File: src/sv/lmmpc_pkg.sv
// Shared types and constants for the partition-counting median block.
// No dependencies; used by the top level and the search engine.
`default_nettype none
package lmmpc_pkg;

  localparam int DEPTH_DEF        = 1024;
  localparam int SAMPLE_WIDTH_DEF = 16;
  localparam int FRAC_BITS        = 16;
  localparam int JUMP_LIMIT       = 64;
  localparam int STEP_CAP_LOG     = 50;

  localparam int MAX_DIFF_W = 11;
  localparam int SCALE_W    = 16;
  localparam int CFG_DATA_W = 16;
  localparam int CFG_IDX_W  = 2;

  localparam logic [CFG_IDX_W-1:0] REG_MAX_DIFF      = 2'd0;
  localparam logic [CFG_IDX_W-1:0] REG_STEP_FACTOR   = 2'd1;
  localparam logic [CFG_IDX_W-1:0] REG_SHRINK_FACTOR = 2'd2;

  localparam logic [MAX_DIFF_W-1:0] MAX_DIFF_RST      = 11'd5;
  localparam logic [SCALE_W-1:0]    STEP_FACTOR_RST   = 16'd13107;
  localparam logic [SCALE_W-1:0]    SHRINK_FACTOR_RST = 16'd32768;

  typedef struct packed {
    logic [MAX_DIFF_W-1:0] max_diff;
    logic [SCALE_W-1:0]    step_factor;
    logic [SCALE_W-1:0]    shrink_factor;
  } cfg_t;

  typedef enum logic {
    T_LOAD,
    T_BUSY
  } top_state_e;

  typedef enum logic [3:0] {
    S_IDLE,
    S_SUM,
    S_DIV,
    S_DIVFIN,
    S_LOOP,
    S_PASS,
    S_DECIDE,
    S_SHRINK,
    S_MULA,
    S_MULB,
    S_APPLY,
    S_DONE
  } search_state_e;

endpackage
`default_nettype wire

File: src/sv/lmmpc_search.sv
// Median search engine: sum/min/max sweep, mean divider, counting passes
// and the jump datapath. Reads the sample store; uses lmmpc_pkg.
`default_nettype none
module lmmpc_search #(
  parameter int DEPTH = lmmpc_pkg::DEPTH_DEF,
  parameter int SW    = lmmpc_pkg::SAMPLE_WIDTH_DEF
) (
  input  wire logic                            clk_i,
  input  wire logic                            rst_ni,
  input  wire logic                            start_i,
  input  wire logic [$clog2(DEPTH+1)-1:0]      n_i,
  input  wire lmmpc_pkg::cfg_t                 cfg_i,
  output logic                                 rd_en_o,
  output logic      [$clog2(DEPTH)-1:0]        rd_addr_o,
  input  wire logic [SW-1:0]                   rd_data_i,
  output logic                                 done_o,
  input  wire logic                            ack_i,
  output logic      [SW:0]                     median_o
);

  localparam int FB   = lmmpc_pkg::FRAC_BITS;
  localparam int CW   = $clog2(DEPTH+1);
  localparam int AW   = $clog2(DEPTH);
  localparam int SUMW = SW + CW;
  localparam int DW   = SUMW + FB;
  localparam int DCW  = $clog2(DW+1);
  localparam int GW   = SW + 1 + FB;
  localparam int RW   = SW + 1;
  localparam int PCAP = lmmpc_pkg::JUMP_LIMIT + DEPTH + 4;
  localparam int PCW  = $clog2(PCAP+1);
  localparam int SCW  = lmmpc_pkg::SCALE_W;
  localparam int GPW  = SW + 1;
  localparam int AMW  = CW + SCW;
  localparam int PW   = AMW + GPW;
  localparam int STW  = lmmpc_pkg::STEP_CAP_LOG + 1;
  localparam int NW   = ((GW > STW) ? GW : STW) + 2;
  localparam int XW   = (((PW - FB) > STW) ? (PW - FB) : STW) + 1;
  localparam int CMPW = (CW > lmmpc_pkg::MAX_DIFF_W) ? CW : lmmpc_pkg::MAX_DIFF_W;

  lmmpc_pkg::search_state_e state_q, state_d;

  logic [CW-1:0]          n_q, idx_q;
  logic                   rv_q;
  logic signed [SUMW-1:0] sum_q;
  logic signed [SW-1:0]   mn_q, mx_q, nb_q, na_q;
  logic [DW-1:0]          div_q;
  logic [CW:0]            rem_q;
  logic [DCW-1:0]         dcnt_q;
  logic                   dneg_q;
  logic signed [GW-1:0]   guess_q, pguess_q, base_q;
  logic signed [CW:0]     pimb_q;
  logic                   pinf_q, bv_q, av_q, neg_q;
  logic [SCW-1:0]         js_q;
  logic [GPW-1:0]         gap_q;
  logic [CW-1:0]          lo_q, hi_q, mag_q;
  logic [PCW-1:0]         pass_q;
  logic [AMW-1:0]         a_q;
  logic [PW-1:0]          prod_q;
  logic [RW-1:0]          med_q;

  // sweep
  logic sweep_end;
  logic signed [SW-1:0] s;
  logic signed [GW-1:0] v;
  assign s         = rd_data_i;
  assign v         = {s[SW-1], s, {FB{1'b0}}};
  assign rd_en_o   = ((state_q == lmmpc_pkg::S_SUM) || (state_q == lmmpc_pkg::S_PASS))
                     && (idx_q < n_q);
  assign rd_addr_o = idx_q[AW-1:0];
  assign sweep_end = (idx_q == n_q) && !rv_q;

  // divider step
  logic [CW:0] rem_t;
  logic        dge;
  assign rem_t = {rem_q[CW-1:0], div_q[DW-1]};
  assign dge   = rem_t >= {1'b0, n_q};

  logic [SUMW-1:0]    sum_abs;
  logic signed [DW:0] qpos, qfin;
  assign sum_abs = sum_q[SUMW-1] ? SUMW'(-sum_q) : SUMW'(sum_q);
  assign qpos    = $signed({1'b0, div_q}) + $signed({{DW{1'b0}}, |rem_q});
  assign qfin    = dneg_q ? -qpos : $signed({1'b0, div_q});

  // decision
  logic [CW:0]        same_w;
  logic [CW-1:0]      same, imb, d, pmag;
  logic signed [CW:0] pabs;
  logic signed [SW:0] g, bl, ab, nearv;
  logic [RW-1:0]      blab, g2, n2, half, answer;
  logic               even, gt, eqc, resolved, take_jump, shrink_sel;
  logic signed [SW+1:0] gapw;

  assign same_w = {1'b0, lo_q} + {1'b0, hi_q} - {1'b0, n_q};
  assign same   = same_w[CW-1:0];
  assign g      = guess_q[GW-1:FB];
  assign bl     = bv_q ? {nb_q[SW-1], nb_q} : g;
  assign ab     = av_q ? {na_q[SW-1], na_q} : g;
  assign even   = ~n_q[0];
  assign gt     = lo_q > hi_q;
  assign eqc    = lo_q == hi_q;
  assign imb    = gt ? (lo_q - hi_q) : (hi_q - lo_q);
  assign nearv  = gt ? bl : ab;
  assign resolved = imb <= same;
  assign d      = imb - same;
  assign blab   = RW'(bl + ab);
  assign g2     = {g[SW-1:0], 1'b0};
  assign n2     = {nearv[SW-1:0], 1'b0};
  assign half   = gt ? RW'(bl + g) : RW'(g + ab);
  assign pabs   = pimb_q[CW] ? -pimb_q : pimb_q;
  assign pmag   = pabs[CW-1:0];
  assign take_jump  = (CMPW'(d) > CMPW'(cfg_i.max_diff))
                      && (pass_q < PCW'(lmmpc_pkg::JUMP_LIMIT));
  assign shrink_sel = !pinf_q && (pmag < d);
  assign gapw   = (SW+2)'(ab) - (SW+2)'(bl);

  always_comb begin
    if (eqc) begin
      answer = (same == '0) ? blab : g2;
    end else if (same != '0) begin
      answer = (even && (same == CW'(1))) ? half : g2;
    end else begin
      answer = even ? blab : n2;
    end
  end

  // jump apply
  logic [XW-1:0]        xs, cap, st_x;
  logic signed [NW-1:0] st_e, base_e, lo_e, hi_e, newg, clg;
  assign xs     = XW'(prod_q[PW-1:FB]);
  assign cap    = XW'(1) << lmmpc_pkg::STEP_CAP_LOG;
  assign st_x   = (xs > cap) ? cap : xs;
  assign st_e   = $signed(NW'(st_x[STW-1:0]));
  assign base_e = NW'(base_q);
  assign lo_e   = NW'($signed({mn_q[SW-1], mn_q, {FB{1'b0}}}));
  assign hi_e   = NW'($signed({mx_q[SW-1], mx_q, {FB{1'b0}}}));
  assign newg   = neg_q ? (base_e - st_e) : (base_e + st_e);
  assign clg    = (newg < lo_e) ? lo_e : ((newg > hi_e) ? hi_e : newg);

  logic [2*SCW-1:0] js_prod;
  assign js_prod = js_q * cfg_i.shrink_factor;

  always_comb begin
    state_d = state_q;
    case (state_q)
      lmmpc_pkg::S_IDLE:   if (start_i) state_d = lmmpc_pkg::S_SUM;
      lmmpc_pkg::S_SUM: begin
        if (sweep_end) begin
          state_d = (n_q <= CW'(2)) ? lmmpc_pkg::S_DONE : lmmpc_pkg::S_DIV;
        end
      end
      lmmpc_pkg::S_DIV: begin
        if (dcnt_q == DCW'(DW-1)) state_d = lmmpc_pkg::S_DIVFIN;
      end
      lmmpc_pkg::S_DIVFIN: state_d = lmmpc_pkg::S_LOOP;
      lmmpc_pkg::S_LOOP: begin
        state_d = (pass_q == PCW'(PCAP)) ? lmmpc_pkg::S_DONE : lmmpc_pkg::S_PASS;
      end
      lmmpc_pkg::S_PASS:   if (sweep_end) state_d = lmmpc_pkg::S_DECIDE;
      lmmpc_pkg::S_DECIDE: begin
        if (eqc || resolved) begin
          state_d = lmmpc_pkg::S_DONE;
        end else if (take_jump) begin
          state_d = shrink_sel ? lmmpc_pkg::S_SHRINK : lmmpc_pkg::S_MULA;
        end else begin
          state_d = lmmpc_pkg::S_LOOP;
        end
      end
      lmmpc_pkg::S_SHRINK: state_d = lmmpc_pkg::S_MULA;
      lmmpc_pkg::S_MULA:   state_d = lmmpc_pkg::S_MULB;
      lmmpc_pkg::S_MULB:   state_d = lmmpc_pkg::S_APPLY;
      lmmpc_pkg::S_APPLY:  state_d = lmmpc_pkg::S_LOOP;
      lmmpc_pkg::S_DONE:   if (ack_i) state_d = lmmpc_pkg::S_IDLE;
      default:             state_d = lmmpc_pkg::S_IDLE;
    endcase
  end

  always_ff @(posedge clk_i or negedge rst_ni) begin
    if (!rst_ni) begin
      state_q <= lmmpc_pkg::S_IDLE;
    end else begin
      state_q <= state_d;
    end
  end

  always_ff @(posedge clk_i) begin
    rv_q <= rd_en_o;
    if (rd_en_o) idx_q <= idx_q + CW'(1);
    case (state_q)
      lmmpc_pkg::S_IDLE: begin
        n_q   <= n_i;
        idx_q <= '0;
        sum_q <= '0;
        mn_q  <= {1'b0, {(SW-1){1'b1}}};
        mx_q  <= {1'b1, {(SW-1){1'b0}}};
      end
      lmmpc_pkg::S_SUM: begin
        if (rv_q) begin
          sum_q <= sum_q + SUMW'(s);
          if (s < mn_q) mn_q <= s;
          if (s > mx_q) mx_q <= s;
        end
        if (sweep_end) begin
          med_q  <= (n_q == CW'(1)) ? RW'(sum_q <<< 1) : RW'(sum_q);
          div_q  <= {sum_abs, {FB{1'b0}}};
          rem_q  <= '0;
          dcnt_q <= '0;
          dneg_q <= sum_q[SUMW-1];
        end
      end
      lmmpc_pkg::S_DIV: begin
        rem_q  <= dge ? (rem_t - {1'b0, n_q}) : rem_t;
        div_q  <= {div_q[DW-2:0], dge};
        dcnt_q <= dcnt_q + DCW'(1);
      end
      lmmpc_pkg::S_DIVFIN: begin
        guess_q  <= GW'(qfin);
        pguess_q <= GW'(qfin);
        pinf_q   <= 1'b1;
        js_q     <= cfg_i.step_factor;
        gap_q    <= '0;
        pass_q   <= '0;
      end
      lmmpc_pkg::S_LOOP: begin
        idx_q <= '0;
        lo_q  <= '0;
        hi_q  <= '0;
        bv_q  <= 1'b0;
        av_q  <= 1'b0;
        med_q <= g2;
      end
      lmmpc_pkg::S_PASS: begin
        if (rv_q) begin
          lo_q <= lo_q + CW'(v <= guess_q);
          hi_q <= hi_q + CW'(v >= guess_q);
          if ((v < guess_q) && (!bv_q || (s > nb_q))) begin
            nb_q <= s;
            bv_q <= 1'b1;
          end
          if ((v > guess_q) && (!av_q || (s < na_q))) begin
            na_q <= s;
            av_q <= 1'b1;
          end
        end
      end
      lmmpc_pkg::S_DECIDE: begin
        med_q <= answer;
        if (!(eqc || resolved)) begin
          if (take_jump) begin
            if (shrink_sel) begin
              mag_q  <= pmag;
              base_q <= pguess_q;
              neg_q  <= pimb_q[CW];
            end else begin
              js_q     <= cfg_i.step_factor;
              pimb_q   <= gt ? -$signed({1'b0, d}) : $signed({1'b0, d});
              pinf_q   <= 1'b0;
              gap_q    <= gapw[SW+1] ? '0 : gapw[GPW-1:0];
              pguess_q <= guess_q;
              mag_q    <= d;
              base_q   <= guess_q;
              neg_q    <= gt;
            end
          end else begin
            guess_q <= {nearv, {FB{1'b0}}};
            pass_q  <= pass_q + PCW'(1);
          end
        end
      end
      lmmpc_pkg::S_SHRINK: js_q <= js_prod[2*SCW-1:SCW];
      lmmpc_pkg::S_MULA:   a_q <= mag_q * js_q;
      lmmpc_pkg::S_MULB:   prod_q <= a_q * gap_q;
      lmmpc_pkg::S_APPLY: begin
        guess_q <= clg[GW-1:0];
        pass_q  <= pass_q + PCW'(1);
      end
      default: ;
    endcase
  end

  assign done_o   = state_q == lmmpc_pkg::S_DONE;
  assign median_o = med_q;

endmodule
`default_nettype wire
File: config.mk
export PLATFORM = sky130hd
export DESIGN_NAME = lmmpc_search
export DESIGN_NICKNAME = d
export VERILOG_FILES = /design/src/sv/lmmpc_pkg.sv /design/src/sv/lmmpc_search.sv
export SDC_FILE = /design/constraint.sdc
export NUM_CORES = 2
export LEC_CHECK = 0
export BUFFER_PORTS_ARGS = -buffer_cell sky130_fd_sc_hd__buf_2
export CAP_MARGIN = 15
export CORE_MARGIN = 1
export CORE_UTILIZATION = 60
export DETAILED_ROUTE_END_ITERATION = 10
export MAX_ROUTING_LAYER = met4
export PLACE_DENSITY = 0.83
export SLEW_MARGIN = 40
export SYNTH_ARGS = -nofsm -noshare
export SYNTH_HDL_FRONTEND = slang
export SYNTH_SLANG_ARGS = --single-unit
File: constraint.sdc
create_clock -name clk_i -period 7.66 [get_ports clk_i]
set_input_delay 1.149 -clock clk_i [delete_from_list [all_inputs] [get_ports clk_i]]
set_output_delay 1.149 -clock clk_i [all_outputs]
set_load 0.05 [all_outputs]
# Yosys cells after proc, flatten, opt, wreduce, memory -nomap -nowiden
# Index checks and enable logic that the tools add are counted.
[op_classes] multipliers=3 bitwise_logic=3 n_reduce_logical=46 n_addsub=23 mux=82 eq_ne=32 order_cmp=19
[op_table] op="2-to-1 mux 33 bit" count=8
[op_table] op="2-to-1 mux 17 bit" count=15
[op_table] op="2-to-1 mux 16 bit" count=7
[op_table] op="case mux 33 bit (3 select lines)" count=1
[op_table] op="2-to-1 mux 11 bit" count=8
[op_table] op="case mux 43 bit (2 select lines)" count=1
[op_table] op="case mux 33 bit (2 select lines)" count=1
[op_table] op="case mux 16 bit (2 select lines)" count=2
[op_table] op="2-to-1 mux 27 bit" count=2
[op_table] op="case mux 27 bit (2 select lines)" count=1
[op_table] op="adder 33 x 52 -> 53 bit" count=1
[op_table] op="> comparator 53 x 32 -> 1 bit" count=1
[op_table] op="less-than comparator 53 x 32 -> 1 bit" count=1
[op_table] op="2-to-1 mux 53 bit" count=1
[op_table] op="subtractor 33 x 52 -> 53 bit" count=1
[op_table] op="adder 17 bit" count=3
[op_table] op="> comparator 28 x 51 -> 1 bit, second input constant" count=1
[op_table] op="2-to-1 mux 51 bit" count=1
[op_table] op="case mux 17 bit (3 select lines)" count=1
[op_table] op="case mux 16 bit (3 select lines)" count=1
[op_table] op="multiplier 27 x 17 -> 44 bit" count=1
[op_table] op="case mux 11 bit (2 select lines)" count=2
[op_table] op="case mux 4 bit (11 select lines)" count=1
[op_table] op="subtractor 11 bit" count=4
[op_table] op="other kinds (61)" count=142
[word_totals] input_bits=74 wordCells=239 regBits=460

# Depth between registers and ports, before layout
[logic_depth] ltp_word=9 depth_mapped=34 ltp_nobuf=31

# Worst setup path after synthesis
# OpenSTA, ideal clock, no wires.
[synth_timing] path_type="register to register" from="register lo_q[4]" to="register base_q[0] (enable)" setup_time_ps=447 arrival_ps=7571 path_stages_with_launch=26 n_path_buf=2 period_less_slack_ps=8018 t_required_ps=7213 setup_slack_ps=-358 path_cell_list="edfxtp_1 -> inv_1 -> ha_1 -> nand4_1 -> nor4_1 -> a221oi_1 -> o31ai_4 -> buf_2 -> buf_2 -> mux2_2 -> ha_1 -> nor2b_1 -> o21ai_0 -> a21oi_1 -> o21ai_0 -> a21boi_0 -> o21ai_0 -> nand2b_1 -> and4_1 -> or3b_2 -> ha_1 -> nand4_1 -> nor3_1 -> nor4_1 -> o31ai_1 -> nor2_1"
[synth_via] elab_chain_len=6 word_cells_on_any_way=14
[synth_lines] item="start: declaration" line_no="lmmpc_search.sv:55" text="logic [CW-1:0] lo_q, hi_q, mag_q;"
[synth_lines] item="start signal: assignment" line_no="lmmpc_search.sv:233" text="lo_q <= lo_q + CW'(v <= guess_q);"
[synth_lines] item="adder 11 bit (tied with other cells)" line_no="lmmpc_search.sv:93" text="assign same_w = {1'b0, lo_q} + {1'b0, hi_q} - {1'b0, n_q};"
[synth_lines] item="subtractor 11 bit / 2-to-1 mux 11 bit (equally long branches)" line_no="lmmpc_search.sv:93, lmmpc_search.sv:101"
[synth_lines] item="subtractor 11 bit / <= comparator 11 bit (equally long branches)" line_no="lmmpc_search.sv:104, lmmpc_search.sv:103"
[synth_lines] item="> comparator 11 bit / logical OR 1 bit (equally long branches)" line_no="lmmpc_search.sv:111, lmmpc_search.sv:247"
[synth_lines] item="logical AND 1 bit / NOT 1 bit (equally long branches)"
[synth_lines] item="AND reduction 3 bit (no line) (*)"
[synth_lines] item="end signal: assignment" line_no="lmmpc_search.sv:251" text="base_q <= pguess_q;"
[synth_lines] item="end signal: assignment" line_no="lmmpc_search.sv:260" text="base_q <= guess_q;"
[synth_lines] item="end: declaration" line_no="lmmpc_search.sv:50" text="logic signed [GW-1:0] guess_q, pguess_q, base_q;"
# Mark *: on every way between the ends. The rest lies on a longest branch, timed or not.
# A chain may end at the register's enable or synchronous reset.

# Worst setup path after layout
[layout_timing] from="register prod_q[19]" to="register guess_q[27], data pin"
[layout_via] elab_chain_len=8 word_cells_on_any_way=10
[layout_lines] item="start: declaration" line_no="lmmpc_search.sv:58" text="logic [PW-1:0] prod_q;"
[layout_lines] item="start signal: assignment" line_no="lmmpc_search.sv:271" text="lmmpc_pkg::S_MULB: prod_q <= a_q * gap_q;"
[layout_lines] item="> comparator 28 x 51 -> 1 bit" line_no="lmmpc_search.sv:131" text="assign st_x = (xs > cap) ? cap : xs;"
[layout_lines] item="2-to-1 mux 51 bit (*)" line_no="lmmpc_search.sv:131"
[layout_lines] item="adder 33 x 52 -> 53 bit / subtractor 33 x 52 -> 53 bit (equally long branches)" line_no="lmmpc_search.sv:136" text="assign newg = neg_q ? (base_e - st_e) : (base_e + st_e);"
[layout_lines] item="2-to-1 mux 53 bit (*)" line_no="lmmpc_search.sv:136"
[layout_lines] item="> comparator 53 x 32 -> 1 bit" line_no="lmmpc_search.sv:137" text="assign clg = (newg < lo_e) ? lo_e : ((newg > hi_e) ? hi_e : newg);"
[layout_lines] item="2-to-1 mux 33 bit" line_no="lmmpc_search.sv:137"
[layout_lines] item="2-to-1 mux 33 bit (*)" line_no="lmmpc_search.sv:137"
[layout_lines] item="case mux 33 bit (3 select lines) (*)" line_no="lmmpc_search.sv:188" text="case (state_q)"
[layout_lines] item="end signal: assignment" line_no="lmmpc_search.sv:216" text="guess_q <= GW'(qfin);"
[layout_lines] item="end signal: assignment" line_no="lmmpc_search.sv:264" text="guess_q <= {nearv, {FB{1'b0}}};"
[layout_lines] item="end signal: assignment" line_no="lmmpc_search.sv:273" text="guess_q <= clg[GW-1:0];"
[layout_lines] item="end: declaration" line_no="lmmpc_search.sv:50"
# Marks and branches as above.

==> results.sh <==
export IMPL_start_util_pct=60.9
export IMPL_cpPeakStageDelay_ns=0.42
export IMPL_die_y_um=324
export IMPL_crit_family="simple AND/OR/NAND/NOR gates"
export IMPL_netlist_instances=6778
export IMPL_synth_top_family_by_area="adder cells"
export IMPL_finalMaxSlewViolations=0
export IMPL_tightest_slew_ns=0.887
export IMPL_synthSimpleGateAreaFrac_pct=15.6
export IMPL_grt_pass1_wl_um=280000
export IMPL_finalHoldViolCount=0
export IMPL_track_usage_pct=35.3
export IMPL_rrSetupSlack_ns=0.05
export IMPL_cts_max_level=2
export IMPL_place_gp_congestion=1.06
export IMPL_grt_max_degree=70
export IMPL_drtAntennaViolNets=0
export IMPL_syn_area_um2=62300
export IMPL_core_area_um2=102000
export IMPL_status="finished clean"
export IMPL_wl_um=178000
export IMPL_drive_gt1_share_pct=10.2
export IMPL_fillers=7858
export IMPL_relSlewSlack_pct=39.2
export IMPL_timing_fmax_mhz=131
export IMPL_cpMostUsedCell="a21o_1"
export IMPL_multiInputGateArea_um2=44600
export IMPL_via_per_inst=6.04
export IMPL_synth_edf_count=428
export IMPL_ys_seq_elements=444
export IMPL_maxCapViolations=0
export IMPL_synthAdderAreaFrac_pct=36.7
export IMPL_antenna_found_initial=7
export IMPL_fin_crit_sh_pct=99.4
export IMPL_setup_violations=0
export IMPL_fp_dieW_um=324
export IMPL_path_class="flip-flop to flip-flop"
export IMPL_route_detailed_drc=0
export IMPL_die_area_um2=105000
export IMPL_worstPathArrival_ns=8.03
export IMPL_critPathRequiredTime_ns=8.08
export IMPL_muxShareOfSynthArea_pct=2.72
export IMPL_clockBufferDepth=3
export IMPL_crit_path_top_delay_cell="or4_4"
export IMPL_post_drt_wl_per_cell_um=21.2
export IMPL_synth_ff_type="edfxtp_1"
export IMPL_clk_pin_slew_ns=0.06
export IMPL_layout_min_cycle_time_ns=7.61
export IMPL_synth_compound_area_share_pct=11.0
export IMPL_netlist_top_cells_area="fa_1 (23%), edfxtp_1 (21%), ha_1 (14%), inv_1 (6.2%), nand2_1 (5.1%)"
export IMPL_setup_worst_path_start_class="flip-flop"
export IMPL_synthArstFlopShare_pct=0.901
export IMPL_worstSkewPairLatency_ns=0.68
export IMPL_yosysTopAreaCell="fa_1"
export IMPL_dr_pass1_iters=6
export IMPL_ys_warn_count=0
export IMPL_hp_class="primary input to async pin"
export IMPL_seq_area_frac_synth_pct=21.2
export IMPL_num_rows=117
export IMPL_synth_nets=8254
export IMPL_nets=8469
export IMPL_cp_max_fo=4
export IMPL_fin_worst_skew_ns=0.0473
export IMPL_yosysTopAreaCellShare_pct=22.8
export IMPL_vias=50800
export IMPL_yosysUniqueCellTypes=95
export IMPL_synth_xor_area_share_pct=4.77
export IMPL_grt_pass1_vias=51300
export IMPL_drt_initial_drc_count=5125
export IMPL_ctsRootBufferMaster="clkbuf_16"
export IMPL_area_growth_pct=9.88
export IMPL_grt_setup_unrepaired="true"
export IMPL_critPathBufInv=1
export IMPL_cts_hold_buf=0
export IMPL_io_buffers=102
export IMPL_cp_end_kind="flip-flop"
export IMPL_regArea_um2=13200
export IMPL_cts_tree="yes"
export IMPL_ios=103
export IMPL_setup_tns_ns=0
export IMPL_grt_overflow=0
export IMPL_avgSynthCellArea_um2=9.19
export IMPL_cts_sinks=444
export IMPL_cts_buffers=52
export IMPL_dp_hpwl_um=142000
## layout by cell type, fill, tap and decap left out, types with 69 or more instances in the layout
| cell type | n |
|---|---|
| inv_1 | 1030 |
| nand2_1 | 844 |
| fa_1 | 709 |
| ha_1 | 691 |
| edfxtp_1 | 428 |
| nor2_1 | 339 |
| and2_1 | 334 |
| buf_4 | 307 |
| a21oi_1 | 294 |
| o21ai_0 | 266 |
| xnor2_1 | 212 |
| a21o_1 | 128 |
| xor2_1 | 121 |
| buf_2 | 102 |
| mux2i_1 | 94 |
| nand3_1 | 69 |
## metrics by stage
| stage | util [%] | worst slack [ns] | instance area [um2] | hold WS, ns | instances |
|---|---|---|---|---|---|
| 2_1_floorplan | - | 0.0314 | 62300 | 0.424 | 6778 |
| 6_report | 66.9 | 0.0491 | 68400 | 0.304 | 8409 |
| 4_1_cts | 66.3 | 0.0129 | 67800 | 0.280 | 8368 |
| 3_3_place_gp | 64.2 | -0.424 | 65700 | 0.505 | 8257 |
| 5_1_grt | 66.9 | -0.231 | 68400 | 0.291 | 8409 |
| 3_5_place_dp | 64.3 | -0.453 | 65800 | 0.522 | 8259 |
## kinds of logic (layout without fill, tap and decap cells)
kind of cell	Yosys count	count (layout)
multiplexers	161	161
AND/OR/NAND/NOR	2047	2047
AO/OA/AOI/OAI	1079	1079
XOR/XNOR	338	338
adder cells (fa/ha/maj)	1402	1402
buffers and inverters	1307	1565
other	0	5
flip-flops	444	444
## metal layers
metal  track usage, %  up-vias  share of wire, %
met4             12.7        0               3.9
met5                -        -                 0
met1             46.7    24900                40
met2             55.0     2573                46
met3             5.81      481                10
li1                 -    22800                 -
## cell usage after synthesis (all sizes together), types with 38 or more instances
master and n:
inv 1033, nand2 851, fa 709, ha 693, edfxtp 428, nor2 350
and2 335, a21oi 307, o21ai 277, clkbuf 249, xnor2 217, a21o 128
xor2 121, mux2i 97, nand3 71, nor3 70, nand4 65, mux2 64
nor2b 61, nand2b 58, and3 44, or3 43, o21a 41, o31ai 38
## final cells by class
type                       instances  share of cell area, %
antenna                            5                 0.0183
clock inverter                    27                  0.530
timing repair buffer             434                   4.70
tap                             1368                   2.50
inverter                        1034                   5.67
sequential                       444                   19.3
multi-input combinational       5027                   65.2
clock buffer                      70                   2.12
## path summary, 6_finish.rpt
path                       startpoint  depth (start not counted)           to
hold reg to reg             div_q[39]                          2    div_q[40]
max in group asynchronous      rst_ni                          1   state_q[1]
min in group clk_i          div_q[39]                          2    div_q[40]
hold / removal                 rst_ni                          1   state_q[3]
setup / recovery           prod_q[19]                         31  guess_q[27]
setup reg to reg           prod_q[19]                         31  guess_q[27]
## timing repair
| item | CTS | global route |
|---|---|---|
| pin swaps | 39 | 35 |
| setup endpoints to repair | 31 | 198 |
| resized for setup | 32 | 48 |
| setup buffers | 12 | 32 |
## flip-flops by register name, summed over array words and instances (netlist names), 27 cells and up
name      count
a_q          27
base_q       33
prod_q       28
sum_q        27
div_q        43
guess_q      33
pguess_q     33
Power is left out: the tool's default activity adds up to more than one toggle a clock period on the data nets, which glitch-free logic cannot reach.
